--- config.mk ---
export PLATFORM = sky130hd
export DESIGN_NAME = pitb_decide
export DESIGN_NICKNAME = d
export VERILOG_FILES = /design/src/rtl/pitb_pkg.sv /design/src/rtl/pitb_decide.sv
export SDC_FILE = /design/constraint.sdc
export NUM_CORES = 1
export LEC_CHECK = 0
export CORE_MARGIN = 1.5
export CORE_UTILIZATION = 55
export CTS_CLUSTER_SIZE = 20
export DETAILED_ROUTE_END_ITERATION = 16
export DONT_BUFFER_PORTS = 1
export GPL_TIMING_DRIVEN = 1
export MAX_ROUTING_LAYER = met4
export PLACE_DENSITY = 0.79
export RECOVER_POWER = 25
export SYNTH_ARGS = -nofsm -noshare
export SYNTH_HDL_FRONTEND = slang
export SYNTH_SLANG_ARGS = --single-unit
--- constraint.sdc ---
create_clock -name clock -period 6 [get_ports clock]
set_input_delay 0.6 -clock clock [delete_from_list [all_inputs] [get_ports clock]]
set_output_delay 0.6 -clock clock [all_outputs]
set_load 0.05 [all_outputs]
--- src/rtl/pitb_pkg.sv ---
// pitb_pkg: widths and types shared by the point-in-triangle pipeline
// no dependencies; used by pitb_front, pitb_mul, pitb_decide and the top level
`default_nettype none

package pitb_pkg;

   localparam int COORD_WIDTH = 16;
   localparam int DIFF_W      = COORD_WIDTH + 1;
   localparam int ELEM_W      = 2 * DIFF_W;
   localparam int DOT_W       = ELEM_W + 2;
   localparam int HALF_W      = (DOT_W + 1) / 2;
   localparam int HI_W        = DOT_W - HALF_W;
   localparam int LL_W        = 2 * HALF_W;
   localparam int MX_W        = HALF_W + 1 + HI_W;
   localparam int HH_W        = 2 * HI_W;
   localparam int PROD_W      = 2 * DOT_W;
   localparam int RES_W       = PROD_W + 1;
   localparam int SUM_W       = RES_W + 1;
   localparam int STAGES      = 8;

   typedef logic signed [COORD_WIDTH-1:0] coord_type;
   typedef logic signed [DIFF_W-1:0]      diff_type;
   typedef logic signed [ELEM_W-1:0]      elem_type;
   typedef logic signed [DOT_W-1:0]       dot_type;
   typedef logic signed [PROD_W-1:0]      prod_type;
   typedef logic signed [RES_W-1:0]       res_type;
   typedef logic signed [SUM_W-1:0]       sum_type;

   typedef struct packed {
      logic signed [DOT_W-1:0] uu;
      logic signed [DOT_W-1:0] uv;
      logic signed [DOT_W-1:0] vv;
      logic signed [DOT_W-1:0] wu;
      logic signed [DOT_W-1:0] wv;
   } dots_type;

   typedef struct packed {
      logic signed [PROD_W-1:0] uv_uv;
      logic signed [PROD_W-1:0] uu_vv;
      logic signed [PROD_W-1:0] uv_wv;
      logic signed [PROD_W-1:0] vv_wu;
      logic signed [PROD_W-1:0] uv_wu;
      logic signed [PROD_W-1:0] uu_wv;
   } prods_type;

endpackage

`default_nettype wire

--- src/rtl/pitb_decide.sv ---
// pitb_decide: denominator and numerators, then sign tests against the
// denominator; three register stages; depends on pitb_pkg
`default_nettype none

module pitb_decide (
   input  wire logic                clock,
   input  wire logic [2:0]          load,
   input  wire pitb_pkg::prods_type prods,
   output logic                     inside_res,
   output logic                     degenerate
);

   pitb_pkg::res_type denom_ff, denom_in;
   pitb_pkg::res_type sn_ff, sn_in;
   pitb_pkg::res_type tn_ff, tn_in;

   pitb_pkg::sum_type sum_ff, sum_in;
   pitb_pkg::sum_type dsum_ff, dsum_in;
   logic d_zero_ff, d_zero_in;
   logic d_neg_ff, d_neg_in;
   logic sn_neg_ff, sn_neg_in;
   logic sn_zero_ff, sn_zero_in;
   logic tn_neg_ff, tn_neg_in;
   logic tn_zero_ff, tn_zero_in;

   logic inside_ff, inside_in;
   logic degen_ff, degen_in;
   logic s_ok, t_ok, sum_ok;

   always_comb begin
      denom_in = pitb_pkg::res_type'(prods.uv_uv) - pitb_pkg::res_type'(prods.uu_vv);
      sn_in    = pitb_pkg::res_type'(prods.uv_wv) - pitb_pkg::res_type'(prods.vv_wu);
      tn_in    = pitb_pkg::res_type'(prods.uv_wu) - pitb_pkg::res_type'(prods.uu_wv);

      sum_in     = pitb_pkg::sum_type'(sn_ff) + pitb_pkg::sum_type'(tn_ff);
      dsum_in    = pitb_pkg::sum_type'(denom_ff);
      d_zero_in  = (denom_ff == '0);
      d_neg_in   = denom_ff[pitb_pkg::RES_W-1];
      sn_neg_in  = sn_ff[pitb_pkg::RES_W-1];
      sn_zero_in = (sn_ff == '0);
      tn_neg_in  = tn_ff[pitb_pkg::RES_W-1];
      tn_zero_in = (tn_ff == '0);

      // negative denominator flips every comparison
      if (d_neg_ff) begin
         s_ok   = sn_neg_ff || sn_zero_ff;
         t_ok   = tn_neg_ff || tn_zero_ff;
         sum_ok = (sum_ff >= dsum_ff);
      end else begin
         s_ok   = !sn_neg_ff;
         t_ok   = !tn_neg_ff;
         sum_ok = (sum_ff <= dsum_ff);
      end
      degen_in  = d_zero_ff;
      inside_in = !d_zero_ff && s_ok && t_ok && sum_ok;
   end

   always_ff @(posedge clock) begin
      if (load[0]) begin
         denom_ff <= denom_in;
         sn_ff    <= sn_in;
         tn_ff    <= tn_in;
      end
      if (load[1]) begin
         sum_ff     <= sum_in;
         dsum_ff    <= dsum_in;
         d_zero_ff  <= d_zero_in;
         d_neg_ff   <= d_neg_in;
         sn_neg_ff  <= sn_neg_in;
         sn_zero_ff <= sn_zero_in;
         tn_neg_ff  <= tn_neg_in;
         tn_zero_ff <= tn_zero_in;
      end
      if (load[2]) begin
         inside_ff <= inside_in;
         degen_ff  <= degen_in;
      end
   end

   assign inside_res = inside_ff;
   assign degenerate = degen_ff;

endmodule

`default_nettype wire

==> summary.txt <==
top_reg_cell synth: edfxtp_1
switching share of power: 0.358
met2 GRT Util: 0.481
Post-Synthesis Net Count: 4339
number of setup buffers added after CTS: 0
largest net degree at the start of global routing: 220
max-cap viol count: 0
Seq/Total Area, Yosys: 0.353
drt via density: 6.18
Synth Area in Simple Gates: 0.140
clk slew on worst S/H paths: 0.06 ns
Final Max Tran Viols: 0
status: complete, no violations
# hold bufs at CTS: 0
die area: 59100 sq um
Yosys reg bits: 373
worst skew pair latency: 0.58 ns
post-synthesis xor/xnor area fraction: 0.0754
ys async rst share: 0
peak supply drop: 0.224 mV
post-route setup slack: 1.94 ns
gpl congestion: 0.981
vias in the first global route: 24414
GR Overflow Total: 0
Final setup viols: 0
WS Path Type: reg2reg
Fillers: 5011
detailed-route via count: 26131
Distinct cells, synth: 88
busiest layer in global routing: met2
unrepaired setup endpoints after global routing: no
Final period util: 0.676
DP Cell Count: 4151
CTS buffer count: 41
clk sinks: 373
Worst Path Arrival: 4.37 ns
H-tree depth: 2
Synth Warn #: 0
Clock power frac: 0.247
P&R area growth vs syn: 5.47%
ratio of cells with drive above 1 in the final layout: 0.0314
Root Driver: clkbuf_16
Area after DPL: 32100 sq um
slowest CP cell: nor4b_1
critical path required time: 6.31 ns
Synth Instances: 3536
Die Wd: 243 um
Ports: 438
initial core utilization: 0.559
final setup skew: 0.0173 ns
most frequent CP cell: a211oi_1
Post-CTS Resized: 0
Synth top area share: 0.353
final instance area: 33400 sq um
row cnt: 87
WHS: 0.133 ns
TritonRoute pass-1 iters: 6
relative slew slack: 0.442
FF-to-FF Start: sn_ff[0]
number of synthesized flops with an enable pin: 373
NetSw: 3.70 mW
Crit. Startpoint: sn_ff[0]
met1 GRT Util: 0.357
Avg WL per Cell: 20.4 um
final hold vios: 0
syn_area_per_cell: 8.97 sq um
CORE AREA: 56700 sq um
PortBufs: 0
antenna-violating nets left: 0
drt drc: 0
Detail Placement HPWL: 70100 um
grt met3 use: 0.0420
critical path launch point type: register
pwr dens: 309 nW/um^2
synth top area cells: edfxtp_1 (35%), ha_1 (14%), a21oi_1 (6.2%)
crit-path max FO: 4
Compound-Gate Fraction of Synth Area: 0.220
overall routing resource usage: 0.288
final wirelength: 86100 um
CP peak stage delay: 0.69 ns
Slew @ Worst Pin: 0.831 ns
leakage: 14.7 nW
hold path startpoint: load[2]
initial antenna violation count: 1
Die Height: 243 um
worst path cell trace: ha_1 -> fa_1 -> a211oi_1 -> o21ai_0 -> o2111ai_1 -> a211oi_1 -> nor4b_1 -> o31ai_1 -> a21oi_1 -> nand2_1 -> a21bo_2 -> a31oi_1 -> xnor2_1
Comb pwr share: 0.368
mux cell area share after synthesis: 0.000316
largest area contributor in the netlist: edfxtp_1
sequential share of power: 0.385
Synth Area in Adders: 0.146
Final Non-Filler Cells: 4225
fin nets: 4241
Cell Area, Synth: 31700 sq um
Max Clock Freq: 246 MHz
P_int: 6.64 mW
setup TNS: 0 ns
CTS tree: yes
Post-Place Worst Slack: 1.71 ns
clk buf depth: 3
main combinational cell family by area after synthesis: compound AO/OA/AOI/OAI gates
Hold Crit Class: in2reg
first-pass GRT wire length: 132000 um
DR iter-0 viols: 2173
Critical Path End Type: register
fin crit period: 4.06 ns
==> cells in the mapped netlist, types with 12 or more instances <==
master      n
buf_2      31
nand4_1   137
o211ai_1   13
o31ai_1    15
o21bai_1   64
o21ai_1    18
o21a_1     24
nor3_1     48
ha_1      363
and3_1     22
nand2b_1   24
inv_1     398
nor4_1     74
nand3_1    51
nor2b_1    25
clkbuf_1  108
a21oi_1   394
edfxtp_1  373
a21o_1    208
a211oi_1   23
or2_2      12
a31oi_1    24
nand2_1   234
xnor2_1   176
xor2_1     97
or3_1      13
nor2_1    199
o21ai_0   178
==> per-stage QoR <==
stage / total power [mW] / utilization
after detailed placement: 7.77 / 0.566
after floorplan: 6.72 / -
final: 10.3 / 0.590
after global placement: 7.71 / 0.566
after global routing: 10.9 / 0.590
after CTS: 10.3 / 0.589
==> critical path: cells and delay by family (launching register included) <==
kind            cells  cell delay [ns]
fa+ha+maj           2             0.69
compound gates      8             1.80
simple gates        2             0.82
flops               1             0.43
xor+xnor            1             0.09
==> logic make-up after synthesis <==
group | count (synthesis)
AOI/OAI and AO/OA | 1093
and+or+nand+nor | 889
buffers and inverters | 540
DFF | 373
adders and majority gates | 367
xor gates and xnor gates | 273
muxes | 1
==> worst paths after layout <==
kind / to / slack (ns) / depth (start not counted)
max: sum_ff[66] / 1.94 / 13
min: inside_res / 0.13 / 0
max reg2reg: sum_ff[66] / 1.94 / 13
min reg2reg: dsum_ff[61] / 0.45 / 0
==> power by group through the flow <==
stage | Combinational, mW | Clock (mW) | Sequential, mW
CTS | 3.76 | 2.59 | 3.98
finish | 3.81 | 2.55 | 3.98
global route | 4.21 | 2.70 | 4.02
global placement | 3.69 | 0 | 4.02
detailed placement | 3.74 | 0 | 4.03
floorplan | 2.89 | 0 | 3.83
==> placed cells by master, fill, tap and decap left out, drive strengths merged, types with 14 or more instances in the layout <==
cell type,instances
a21o,208
o21ai,197
nand3,52
nor4,74
or3,14
clkinv,16
o21a,24
a21oi,396
nor2,199
ha,363
edfxtp,373
xnor2,176
a211oi,24
nand2b,24
o21bai,65
nor3,49
o31ai,19
a21boi,15
nor2b,25
and3,22
clkbuf,47
inv,402
xor2,97
a31oi,24
nand2,235
nand4,138
o211ai,14
==> per-layer routing <==
metal,vias to the layer above,share of wire
met5,-,0
met4,0,0.039
met3,187,0.067
met2,949,0.48
met1,12253,0.41
li1,12742,-
==> area by class of cell <==
class / count / area, sq um / share of cell area
multi-input cells: 2623 / 18400 / 0.551
flip-flops and latches: 373 / 11200 / 0.335
inverters: 398 / 1490 / 0.0447
clock buffers: 47 / 1070 / 0.0320
well taps: 756 / 946 / 0.0283
clock inverters: 26 / 279 / 0.00835
repair buffers: 1 / 7.51 / 0.000225
diodes: 1 / 2.50 / 0.0000748
==> registers in the layout (all words and copies together), names as in the netlist, 73 cells and up <==
name and flops:
sn_ff 73, sum_ff 74, denom_ff 73, tn_ff 73, dsum_ff 73
Power figures use the tool's default switching activity.
