<file path="src/rtl/pitb_pkg.sv">
// pitb_pkg: widths and types shared by the point-in-triangle pipeline
// no dependencies; used by pitb_front, pitb_mul, pitb_decide and the top level
`default_nettype none

package pitb_pkg;

   localparam int COORD_WIDTH = 16;
   localparam int DIFF_W      = COORD_WIDTH + 1;
   localparam int ELEM_W      = 2 * DIFF_W;
   localparam int DOT_W       = ELEM_W + 2;
   localparam int HALF_W      = (DOT_W + 1) / 2;
   localparam int HI_W        = DOT_W - HALF_W;
   localparam int LL_W        = 2 * HALF_W;
   localparam int MX_W        = HALF_W + 1 + HI_W;
   localparam int HH_W        = 2 * HI_W;
   localparam int PROD_W      = 2 * DOT_W;
   localparam int RES_W       = PROD_W + 1;
   localparam int SUM_W       = RES_W + 1;
   localparam int STAGES      = 8;

   typedef logic signed [COORD_WIDTH-1:0] coord_type;
   typedef logic signed [DIFF_W-1:0]      diff_type;
   typedef logic signed [ELEM_W-1:0]      elem_type;
   typedef logic signed [DOT_W-1:0]       dot_type;
   typedef logic signed [PROD_W-1:0]      prod_type;
   typedef logic signed [RES_W-1:0]       res_type;
   typedef logic signed [SUM_W-1:0]       sum_type;

   typedef struct packed {
      logic signed [DOT_W-1:0] uu;
      logic signed [DOT_W-1:0] uv;
      logic signed [DOT_W-1:0] vv;
      logic signed [DOT_W-1:0] wu;
      logic signed [DOT_W-1:0] wv;
   } dots_type;

   typedef struct packed {
      logic signed [PROD_W-1:0] uv_uv;
      logic signed [PROD_W-1:0] uu_vv;
      logic signed [PROD_W-1:0] uv_wv;
      logic signed [PROD_W-1:0] vv_wu;
      logic signed [PROD_W-1:0] uv_wu;
      logic signed [PROD_W-1:0] uu_wv;
   } prods_type;

endpackage

`default_nettype wire

</file>
<file path="src/rtl/pitb_mul.sv">
// pitb_mul: signed multiply of two dot products split into four half-width
// partial products, then recombined; two register stages; depends on pitb_pkg
`default_nettype none

module pitb_mul (
   input  wire logic              clock,
   input  wire logic [1:0]        load,
   input  wire pitb_pkg::dot_type a,
   input  wire pitb_pkg::dot_type b,
   output pitb_pkg::prod_type     product
);

   logic        [pitb_pkg::HALF_W-1:0] a_lo;
   logic        [pitb_pkg::HALF_W-1:0] b_lo;
   logic signed [pitb_pkg::HI_W-1:0]   a_hi;
   logic signed [pitb_pkg::HI_W-1:0]   b_hi;

   logic        [pitb_pkg::LL_W-1:0] ll_ff, ll_in;
   logic signed [pitb_pkg::MX_W-1:0] lh_ff, lh_in;
   logic signed [pitb_pkg::MX_W-1:0] hl_ff, hl_in;
   logic signed [pitb_pkg::HH_W-1:0] hh_ff, hh_in;

   pitb_pkg::prod_type prod_ff, prod_in;

   always_comb begin
      a_lo  = a[pitb_pkg::HALF_W-1:0];
      b_lo  = b[pitb_pkg::HALF_W-1:0];
      a_hi  = a[pitb_pkg::DOT_W-1:pitb_pkg::HALF_W];
      b_hi  = b[pitb_pkg::DOT_W-1:pitb_pkg::HALF_W];
      ll_in = {{pitb_pkg::HALF_W{1'b0}}, a_lo} * {{pitb_pkg::HALF_W{1'b0}}, b_lo};
      lh_in = $signed({{(pitb_pkg::MX_W - pitb_pkg::HALF_W){1'b0}}, a_lo})
            * $signed({{(pitb_pkg::MX_W - pitb_pkg::HI_W){b_hi[pitb_pkg::HI_W-1]}}, b_hi});
      hl_in = $signed({{(pitb_pkg::MX_W - pitb_pkg::HI_W){a_hi[pitb_pkg::HI_W-1]}}, a_hi})
            * $signed({{(pitb_pkg::MX_W - pitb_pkg::HALF_W){1'b0}}, b_lo});
      hh_in = $signed({{pitb_pkg::HI_W{a_hi[pitb_pkg::HI_W-1]}}, a_hi})
            * $signed({{pitb_pkg::HI_W{b_hi[pitb_pkg::HI_W-1]}}, b_hi});
      prod_in = (pitb_pkg::prod_type'(hh_ff) <<< (2 * pitb_pkg::HALF_W))
              + ((pitb_pkg::prod_type'(lh_ff) + pitb_pkg::prod_type'(hl_ff))
                 <<< pitb_pkg::HALF_W)
              + pitb_pkg::prod_type'({{(pitb_pkg::PROD_W - pitb_pkg::LL_W){1'b0}}, ll_ff});
   end

   always_ff @(posedge clock) begin
      if (load[0]) begin
         ll_ff <= ll_in;
         lh_ff <= lh_in;
         hl_ff <= hl_in;
         hh_ff <= hh_in;
      end
      if (load[1]) begin
         prod_ff <= prod_in;
      end
   end

   assign product = prod_ff;

endmodule

`default_nettype wire

</file>
<file path="config.mk">
export PLATFORM = sky130hd
export DESIGN_NAME = pitb_mul
export DESIGN_NICKNAME = d
export VERILOG_FILES = /design/src/rtl/pitb_pkg.sv /design/src/rtl/pitb_mul.sv
export SDC_FILE = /design/constraint.sdc
export NUM_CORES = 2
export LEC_CHECK = 0
export BUFFER_PORTS_ARGS = -buffer_cell sky130_fd_sc_hd__buf_2
export CAP_MARGIN = 20
export CORE_MARGIN = 10
export CORE_UTILIZATION = 65
export DETAILED_ROUTE_END_ITERATION = 10
export PLACE_DENSITY = 0.86
export SLEW_MARGIN = 20
export SYNTH_ARGS = -nofsm -noshare
export SYNTH_HDL_FRONTEND = slang
export SYNTH_SLANG_ARGS = --single-unit
</file>
<file path="constraint.sdc">
create_clock -name clock -period 8.45 [get_ports clock]
set_input_delay 1.2675 -clock clock [delete_from_list [all_inputs] [get_ports clock]]
set_output_delay 1.2675 -clock clock [all_outputs]
set_load 0.02 [all_outputs]
</file>
==> flow_metrics.py <==
metrics = {
    "clocking": {
        "clk_latency_ns": 0.61,
        "cts.repair.resized": 0,
        "root_buffer": "clkbuf_16",
        "clk_pin_slew_ns": 0.07,
        "cts_buffers": 27,
        "hold_buffers": 0,
        "htreeDepth": 1,
        "ctsLongestPathBuffers": 3,
        "post_cts_buffers": 0,
        "cts_tree": "built",
        "cts_sinks": 218,
    },
    "global_routing": {
        "grt_overflow": 0,
        "grt_usage": 0.3100,
        "grt_pass1_wl_mm": 239.4,
        "grt_max_degree": 60,
        "grt_antenna_before_repair": 30,
        "grt_pass1_vias": 45600,
    },
    "cells_and_area": {
        "drive_gt1_frac": 0.04945,
        "final_nets": 7618,
        "fillers": 6160,
        "area_growth_pct": 4.753,
    },
    "worst_setup_path": {
        "cpPeakStageDelay_ns": 0.60,
        "slowest_stage": "buf_2",
        "cp.required_ns": 8.80,
        "cp.arrival_ns": 7.95,
        "startpoint_type": "primary input",
        "cp_max_fo": 26,
        "path_class": "in -> reg",
        "end_kind": "register",
    },
    "die": {
        "die_area_um2": 97200,
        "start_util": 0.6581,
        "io_pins": 147,
        "die_y_um": 311.8,
        "fp-row-count": 106,
        "die_w_um": 311.8,
        "core_um2": 84090,
    },
    "detailed_routing": {
        "antenna_left": 0,
        "drc": 0,
        "wire_per_inst_um": 20.96,
        "avgViaCountPerCell": 5.871,
        "drt-initial-drc-count": 3624,
        "drt-pass1-iter-count": 7,
        "vias": 41350,
        "drt-total-wl_mm": 147.7,
    },
    "place": {
        "gp_congestion": 0.9467,
        "io_buffers": 146,
        "place.detailed.hpwl_mm": 117.6,
    },
    "yosys": {
        "async_reset_ff_frac": 0,
        "ys_seq_elements": 218,
        "synthCells": 5901,
        "syn_area_um2": 55330,
        "synth-edff-count": 218,
        "syn_nets": 7634,
        "synth-seq-area-share": 0.1183,
        "yosys_warnings": 0,
        "synth_cell_types": 75,
        "avgSynthCellArea_um2": 9.377,
        "synthFlopType": "edfxtp_1",
    },
    "sta": {
        "worst_pin_slew_ns": 1.119,
        "finalCritPeriodShare": 0.8994,
        "drv_slew": 0,
        "max_slew_margin": 0.2474,
        "finalSetupTns_ns": 0,
        "finalSetupViolCount": 0,
        "timing.fmax_mhz": 131.6,
        "hold_viol": 0,
        "rsz0062_at_grt": "false",
        "fin_skew_ns": 0.04615,
        "fin_crit_ns": 7.600,
    },
    "outcome": {
        "status": "completed",
    },
    "hold_path": {
        "hp-class": "reg -> reg",
    },
    "flow_run": {
        "cap_violations": 0,
    },
}
==> registers in the layout (all words and copies together) (netlist names) <==
signal	cells
lh_ff	37
product	72
hl_ff	37
hh_ff	36
ll_ff	36
==> synthesized netlist by cell type, drive strengths merged (5+ instances only) <==
| cell | instances | area share |
|---|---|---|
| inv | 1327 | 0.090 |
| fa | 1099 | 0.40 |
| nand2 | 696 | 0.047 |
| and2 | 638 | 0.072 |
| ha | 559 | 0.13 |
| clkbuf | 278 | 0.019 |
| edfxtp | 218 | 0.12 |
| a21oi | 165 | 0.015 |
| xnor2 | 152 | 0.024 |
| nor2 | 130 | 0.0088 |
| o21ai | 106 | 0.0098 |
| a21o | 87 | 0.012 |
| xor2 | 49 | 0.0078 |
| nand2b | 44 | 0.0050 |
| o21a | 37 | 0.0050 |
| o21bai | 36 | 0.0049 |
| nand3 | 31 | 0.0028 |
| a31oi | 20 | 0.0023 |
| nor3 | 20 | 0.0018 |
| nand4 | 17 | 0.0019 |
| nor2b | 17 | 0.0019 |
| and3 | 16 | 0.0018 |
| o211ai | 14 | 0.0019 |
| o31ai | 12 | 0.0021 |
| a211oi | 11 | 0.0015 |
| nor4 | 11 | 0.0012 |
| a31o | 8 | 0.0013 |
| or3 | 8 | 0.00090 |
| a211o | 6 | 0.00095 |
| a21boi | 6 | 0.00081 |
| a221oi | 6 | 0.0011 |
| a221o | 5 | 0.00090 |
| nand4b | 5 | 0.00079 |
| o2111ai | 5 | 0.00079 |
| o311ai | 5 | 0.00079 |
==> area by class of cell <==
type                            count  area, µm²  share of cell area
Sequential cell                   218       6546              0.1129
Multi-Input combinational cell   4074      42750              0.7375
Antenna cell                        4      10.01           0.0001727
Tap cell                         1134       1419             0.02448
Clock buffer                       33      698.2             0.01204
Timing Repair Buffer              236       1453             0.02506
Inverter                         1328       4985             0.08600
Clock inverter                     16      107.6            0.001856
==> metal layers <==
layer / wire, µm / track usage
met3: 17770 / 0.08871
met5: 260 / 0
met2: 69020 / 0.5058
met4: 8000 / 0.1486
met1: 52610 / 0.3762
==> through the flow <==
step | hold slack (ns) | cell area, µm² | instances | worst slack [ns] | utilization
after CTS | 0.4075 | 57950 | 7039 | 1.001 | 0.6892
after floorplan | 0.4003 | 55330 | 5901 | 0.9654 | -
after global routing | 0.4206 | 57960 | 7041 | 0.5145 | 0.6893
after detailed placement | 0.4045 | 57150 | 6990 | 0.3836 | 0.6796
after global placement | 0.4026 | 57150 | 6990 | 0.5609 | 0.6796
final | 0.4034 | 57960 | 7043 | 0.8505 | 0.6893
==> worst max-delay path: cells and delay by family <==
kind / cells / cell delay [ns]
AOI/OAI and AO/OA: 8 / 2.12
xor gates and xnor gates: 1 / 0.14
adders and majority gates: 8 / 2.94
buffers and inverters: 6 / 1.22
and+or+nand+nor: 2 / 0.26
==> cells in the final DEF, fill, tap and decap left out, drive strengths merged, types with 16 or more instances in the layout <==
cell,instances
inv,1328
fa,1099
nand2,696
and2,638
ha,559
buf,236
edfxtp,218
a21oi,165
xnor2,152
nor2,130
o21ai,106
a21o,87
xor2,49
nand2b,44
o21a,37
o21bai,36
clkbuf,33
nand3,31
nor3,20
a31oi,20
nand4,17
nor2b,17
and3,16
==> final timing paths <==
kind | start | end | slack (ns) | depth (start not counted)
max | a[22] | hh_ff[35] | 0.85 | 25
min | ll_ff[13] | product[13] | 0.40 | 0
max reg2reg | lh_ff[11] | product[70] | 1.11 | 21
min reg2reg | ll_ff[13] | product[13] | 0.40 | 0
==> logic make-up after synthesis <==
logic type / count (synthesis) / share of synthesized area
AO/OA/AOI/OAI: 568 / 0.06808
XOR/XNOR: 202 / 0.03222
adder cells (fa/ha/maj): 1658 / 0.5240
buffers and inverters: 1609 / 0.1092
flip-flops: 218 / 0.1183
multiplexers: 1 / 0.0001809
AND/OR/NAND/NOR: 1645 / 0.1480
Power is not shown: default switching activity piles up to over one toggle a cycle in this logic, so the estimate is an artifact.
